[src/hdl/nsfc_pkg.sv]
// Package for the NMEA sentence framer and checker: character codes, limits,
// stage structs and the hex digit decoder. Depends on nothing.
package nsfc_pkg;

   localparam logic [7:0] CHAR_DOLLAR = 8'h24;
   localparam logic [7:0] CHAR_STAR   = 8'h2A;
   localparam logic [7:0] CHAR_COMMA  = 8'h2C;
   localparam logic [7:0] CHAR_CR     = 8'h0D;
   localparam logic [7:0] CHAR_LF     = 8'h0A;

   localparam logic [23:0] GGA_TEXT = "GGA";
   localparam logic [23:0] RMC_TEXT = "RMC";

   localparam int unsigned MIN_REPORT_LEN = 6;
   localparam int unsigned MIN_CHECK_LEN  = 9;
   localparam int unsigned MAX_FIELDS     = 16;
   localparam int unsigned KIND_POS_FIRST = 3;

   localparam logic [1:0] KIND_OTHER = 2'd0;
   localparam logic [1:0] KIND_GGA   = 2'd1;
   localparam logic [1:0] KIND_RMC   = 2'd2;

   typedef struct packed {
      logic       valid;
      logic [7:0] rx_byte;
   } byte_beat_type;

   typedef struct packed {
      logic       valid;
      logic       checksum_ok;
      logic [7:0] computed_sum;
      logic [7:0] received_sum;
      logic [6:0] line_length;
      logic [1:0] sentence_kind;
      logic [4:0] field_count;
   } line_result_type;

   // Returns {is_digit, value} for one ASCII character.
   function automatic logic [4:0] hex_digit(input logic [7:0] c);
      logic [7:0] diff;
      logic [4:0] res;
      diff = 8'h00;
      res  = 5'b0;
      case (c) inside
         [8'h30:8'h39]: begin
            diff = c - 8'h30;
            res  = {1'b1, diff[3:0]};
         end
         [8'h61:8'h66]: begin
            diff = c - 8'h57;
            res  = {1'b1, diff[3:0]};
         end
         [8'h41:8'h46]: begin
            diff = c - 8'h37;
            res  = {1'b1, diff[3:0]};
         end
         default: res = 5'b0;
      endcase
      return res;
   endfunction

endpackage

[src/hdl/nsfc_line_tracker.sv]
// Line state of the NMEA sentence framer and checker: framing, running XOR,
// star and hex tracking, kind and field count. Depends on nsfc_pkg.
module nsfc_line_tracker import nsfc_pkg::*; #(
   parameter int LINE_CAPACITY = 96
) (
   input  logic            clock,
   input  logic            reset,
   input  byte_beat_type   beat,
   input  logic            advance,
   output line_result_type result
);

   localparam int LW = $clog2(LINE_CAPACITY);
   localparam logic [LW-1:0] LEN_LIMIT = LW'(LINE_CAPACITY - 1);

   logic [LW-1:0] len_ff, len_in;
   logic [7:0]    xor_ff, xor_in;
   logic [7:0]    star_sum_ff, star_sum_in;
   logic          star_ff, star_in;
   logic [1:0]    after_ff, after_in;
   logic [7:0]    hex_ff, hex_in;
   logic          hex_open_ff, hex_open_in;
   logic [1:0]    kind_ff, kind_in;
   logic [4:0]    sep_ff, sep_in;

   logic [7:0] c;
   logic       is_eol;
   logic       is_star;
   logic [4:0] digit;
   logic [7:0] comp_sum;
   logic [7:0] recv_sum;

   assign c       = beat.rx_byte;
   assign is_eol  = (c == CHAR_CR) || (c == CHAR_LF);
   assign is_star = (c == CHAR_STAR);
   assign digit   = hex_digit(c);

   always_comb begin
      len_in      = len_ff;
      xor_in      = xor_ff;
      star_sum_in = star_sum_ff;
      star_in     = star_ff;
      after_in    = after_ff;
      hex_in      = hex_ff;
      hex_open_in = hex_open_ff;
      kind_in     = kind_ff;
      sep_in      = sep_ff;
      if (beat.valid && advance) begin
         if (c == CHAR_DOLLAR || is_eol) begin
            // Both a dollar and a line end restart all line state.
            len_in      = (c == CHAR_DOLLAR) ? LW'(1) : '0;
            xor_in      = 8'h00;
            star_sum_in = 8'h00;
            star_in     = 1'b0;
            after_in    = 2'd0;
            hex_in      = 8'h00;
            hex_open_in = 1'b0;
            kind_in     = (c == CHAR_DOLLAR) ? 2'b11 : 2'b00;
            sep_in      = 5'd1;
         end else if (len_ff != '0 && len_ff < LEN_LIMIT) begin
            if (len_ff == LW'(KIND_POS_FIRST)) begin
               if (c != GGA_TEXT[23:16]) kind_in[0] = 1'b0;
               if (c != RMC_TEXT[23:16]) kind_in[1] = 1'b0;
            end else if (len_ff == LW'(KIND_POS_FIRST + 1)) begin
               if (c != GGA_TEXT[15:8]) kind_in[0] = 1'b0;
               if (c != RMC_TEXT[15:8]) kind_in[1] = 1'b0;
            end else if (len_ff == LW'(KIND_POS_FIRST + 2)) begin
               if (c != GGA_TEXT[7:0]) kind_in[0] = 1'b0;
               if (c != RMC_TEXT[7:0]) kind_in[1] = 1'b0;
            end
            if (is_star) begin
               // Each star restarts the checksum field; the last one wins.
               star_sum_in = xor_ff;
               star_in     = 1'b1;
               after_in    = 2'd0;
               hex_in      = 8'h00;
               hex_open_in = 1'b1;
            end else begin
               if (star_ff && after_ff < 2'd2) after_in = after_ff + 2'd1;
               if (hex_open_ff) begin
                  if (digit[4]) hex_in = {hex_ff[3:0], digit[3:0]};
                  else hex_open_in = 1'b0;
               end
            end
            if ((c == CHAR_COMMA || is_star) && sep_ff < 5'(MAX_FIELDS)) begin
               sep_in = sep_ff + 5'd1;
            end
            xor_in = xor_ff ^ c;
            len_in = len_ff + LW'(1);
         end
      end
   end

   always_ff @(posedge clock) begin
      if (reset) begin
         len_ff      <= '0;
         xor_ff      <= 8'h00;
         star_sum_ff <= 8'h00;
         star_ff     <= 1'b0;
         after_ff    <= 2'd0;
         hex_ff      <= 8'h00;
         hex_open_ff <= 1'b0;
         kind_ff     <= 2'b00;
         sep_ff      <= 5'd1;
      end else begin
         len_ff      <= len_in;
         xor_ff      <= xor_in;
         star_sum_ff <= star_sum_in;
         star_ff     <= star_in;
         after_ff    <= after_in;
         hex_ff      <= hex_in;
         hex_open_ff <= hex_open_in;
         kind_ff     <= kind_in;
         sep_ff      <= sep_in;
      end
   end

   assign comp_sum = star_ff ? star_sum_ff : 8'h00;
   assign recv_sum = star_ff ? hex_ff : 8'h00;

   always_comb begin
      result.valid        = beat.valid && is_eol && (len_ff > LW'(MIN_REPORT_LEN));
      result.checksum_ok  = (len_ff >= LW'(MIN_CHECK_LEN)) && star_ff &&
                            (after_ff == 2'd2) && (comp_sum == recv_sum);
      result.computed_sum = comp_sum;
      result.received_sum = recv_sum;
      result.line_length  = 7'(len_ff);
      result.field_count  = sep_ff;
      if (kind_ff[0]) result.sentence_kind = KIND_GGA;
      else if (kind_ff[1]) result.sentence_kind = KIND_RMC;
      else result.sentence_kind = KIND_OTHER;
   end

endmodule

[config.mk]
export PLATFORM = sky130hd
export DESIGN_NAME = nsfc_line_tracker
export DESIGN_NICKNAME = d
export VERILOG_FILES = /design/src/hdl/nsfc_pkg.sv /design/src/hdl/nsfc_line_tracker.sv
export SDC_FILE = /design/constraint.sdc
export NUM_CORES = 1
export LEC_CHECK = 0
export BUFFER_PORTS_ARGS = -buffer_cell sky130_fd_sc_hd__buf_2
export CAP_MARGIN = 25
export CORE_ASPECT_RATIO = 0.5
export CORE_MARGIN = 4
export CORE_UTILIZATION = 40
export DETAILED_ROUTE_END_ITERATION = 8
export GPL_TIMING_DRIVEN = 1
export HOLD_SLACK_MARGIN = 0.02
export PLACE_DENSITY_LB_ADDON = 0.12
export SLEW_MARGIN = 20
export SYNTH_ARGS = -nofsm -noshare
export SYNTH_HDL_FRONTEND = slang
export SYNTH_SLANG_ARGS = --single-unit
[constraint.sdc]
create_clock -name clock -period 4.2 [get_ports clock]
set_input_delay 0 -clock clock [delete_from_list [all_inputs] [get_ports clock]]
set_output_delay 0 -clock clock [all_outputs]
set_load 0.02 [all_outputs]
==> flow_summary.yaml <==
timing:
  setup_slack_ns: 1.72
  tightest_slew_ns: 0.833
  fmax_mhz: 403
  relSlewSlack: 0.442
  rsz0062_at_grt: "no"
  fin_skew_ns: 0.00289
  finalHoldViolCount: 0
  fin_tns_setup_ns: 0
  finalCriticalPeriod_ns: 2.48
  slew_violations: 0
  timing.final.crit_share: 0.591
  finalSetupViolCount: 0
global_routing:
  grt_pass1_vias: 2129
  antenna_found_initial: 0
  grtUsageTotal: 0.174
  grt_max_degree: 27
  grt_pass1_wl_mm: 10.8
  grt_remaining_overflow: 0
floorplanning:
  ios: 44
  start_util: 0.412
  core_um2: 6080
  die_w_um: 120
  dieArea_um2: 7680
  rows: 20
  fp.dieH_um: 64.0
cts:
  ctsResizeCount: 0
  clk_pin_slew_worst_paths_ns: 0.06
  cts_tree: "built"
  clk_latency_ns: 0.28
  cts_root_buf: "clkbuf_16"
  cts.sinks: 42
  numCtsBuffers: 5
  cts_buffer_depth: 2
  cts-htree-levels: 2
  post_cts_buffers: 0
  cts_hold_buf: 0
route:
  drt-initial-drc-count: 202
  top_layer: "met4"
  met3WireLength_um: 297
  wl_per_cell_um: 15.2
  wl_met1_mm: 3.40
  wl_met2_mm: 2.67
  firstDrtPassIters: 4
  vias: 2284
  ant_nets: 0
  via_per_inst: 5.41
  wl_mm: 6.40
  drc_errors: 0
final_layout:
  diodes: 0
  drive_above_1_share: 0.207
  area_growth_pct: 16.3
  fillCellCount: 633
  nets: 356
pwr:
  p_int_mw: 0.633
  seq_power_share: 0.491
  p_sw_frac: 0.220
  combPwrFrac: 0.056
  ir_drop_uv: 119
  power_density_nw_per_um2: 278
  totalPowerFinal_mw: 0.812
  p_leak_nw: 1.14
  p_sw_mw: 0.178
  clock_power_share: 0.453
hold_path:
  hold_class: "in -> reg"
synthesis:
  syn_avg_cell_area_um2: 8.44
  syn-instance-count: 297
  yosys_warnings: 0
  synth_area_leaders: "dfxtp_1, ha_1, nor2_1, xor2_1, and2_1"
  synth_cell_types: 62
  yosys_register_bits: 42
  synth-xor-area-share: 0.0594
  synth_top_cell_by_area: "dfxtp_1"
  synth.area.mux_share: 0.0165
  synth_simple_gate_area_frac: 0.254
  synthesis.area_um2: 2510
  synth_top_family_by_area: "simple AND/OR/NAND/NOR gates"
  yosys-top-cells-count: "dfxtp_1, nor2_1, and2_1"
  syn_nets: 320
  synth.most_common_cell: "dfxtp_1"
  synth_top_area_share: 0.335
  synth-adder-area-share: 0.0549
  synth_edf_count: 0
  synth_compound_area_frac: 0.230
  synth_flop_cell: "dfxtp_1"
  ys_seq_area_frac: 0.335
  postSynth.asyncResetShare: 0
placed_design:
  io_buffers: 43
  pre_cts_ws_ns: 1.59
  globalplace.congestion: 0.931
  dp.final_hpwl_mm: 4.91
worst_setup_path:
  cp-start-kind: "flip-flop"
  slowest_stage: "a2111oi_0"
  path_delay_family: "compound AO/OA/AOI/OAI gates"
  required_ns: 4.20
  criticalPathCategory: "reg -> out"
  critical_path_buf_inv_count: 3
  crit_fanout: 8
  crit_path_max_incr_delay_ns: 0.54
  path_cells: "inv_1, ha_1, or4_1, a2111oi_0, buf_4, a211oi_1, buf_2"
  critPathCaptureType: "output pin"
  cp.arrival_ns: 2.48
flow_run:
  maxCapViolCount: 0
run_status:
  status: "completed"
power groups by stage:
stage               Sequential [mW]  Combinational (mW)  Clock (mW)
floorplan                     0.408              0.0287           0
global placement              0.408              0.0437           0
detailed placement            0.408              0.0448           0
CTS                           0.399              0.0449       0.377
global route                  0.399              0.0502       0.397
finish                        0.399              0.0452       0.368
per-layer routing:
metal,vias to the layer above,GRT usage
li1,1155,-
met1,1078,0.254
met2,49,0.259
met3,2,0.0424
met4,0,0.0342
met5,-,0
cells in the final DEF, fill, tap and decap left out, drive strengths merged, types with 3 or more instances in the layout:
master   n
a32oi    3
a211oi   6
o22ai    3
a22oi   10
dfxtp   42
a311oi   3
xnor2    4
nor3     6
nand4    5
and2    17
o21ai   17
a21oi   17
clkbuf   6
xor2    13
nand2b   3
a22o     4
a21o     3
or3      3
nand2   15
ha      11
nor2    38
mux2i    3
buf     46
a31oi    3
or4      4
inv     12
nand3    4
flip-flops by register name, summed over array words and instances (netlist names):
signal and flops:
star_ff 1, kind_ff 2, len_ff 7, hex_open_ff 1
sep_ff 5, after_ff 2, hex_ff 8, xor_ff 8
star_sum_ff 8
cell type report:
class,instances,area (um2),area share
clock buffer,6,129,0.0442
clock inverter,2,13.8,0.00472
inverter,12,45.0,0.0154
multi-input combinational,226,1540,0.528
sequential,42,841,0.288
tap,88,110,0.0378
timing repair buffer,46,238,0.0815
worst register-to-register path, delay by kind of cell (launching register included):
family / cells / cell delay, ns
AO/OA/AOI/OAI: 1 / 0.22
flip-flops: 1 / 0.44
AND/OR/NAND/NOR: 4 / 1.25
buffers and inverters: 1 / 0.12
adder cells (fa/ha/maj): 1 / 0.27
through the flow:
| step | instances | utilization | hold WS, ns | instance area (um2) |
|---|---|---|---|---|
| 2_1_floorplan | 297 | - | 0.192 | 2510 |
| 3_3_place_gp | 414 | 0.456 | 0.366 | 2770 |
| 4_1_cts | 422 | 0.480 | 0.0927 | 2920 |
| 3_5_place_dp | 414 | 0.456 | 0.378 | 2770 |
| 5_1_grt | 422 | 0.480 | 0.124 | 2920 |
| 6_report | 422 | 0.480 | 0.0953 | 2920 |
logic make-up (layout without fill, tap and decap cells):
family	Yosys count	in the layout
xor gates and xnor gates	17	17
adders and majority gates	11	11
muxes	4	4
and+or+nand+nor	114	114
buffers and inverters	29	66
DFF	42	42
AOI/OAI and AO/OA	80	80
path summary, 6_finish.rpt:
kind / to / slack, ns / start / cells after the start
max: result[30] / 1.72 / len_ff[1] / 7
min: xor_ff[4] / 0.1 / beat[4] / 4
max reg2reg: hex_ff[6] / 1.85 / len_ff[0] / 7
min reg2reg: after_ff[0] / 0.48 / after_ff[0] / 2
No activity file was read; power rests on OpenSTA's default activity.
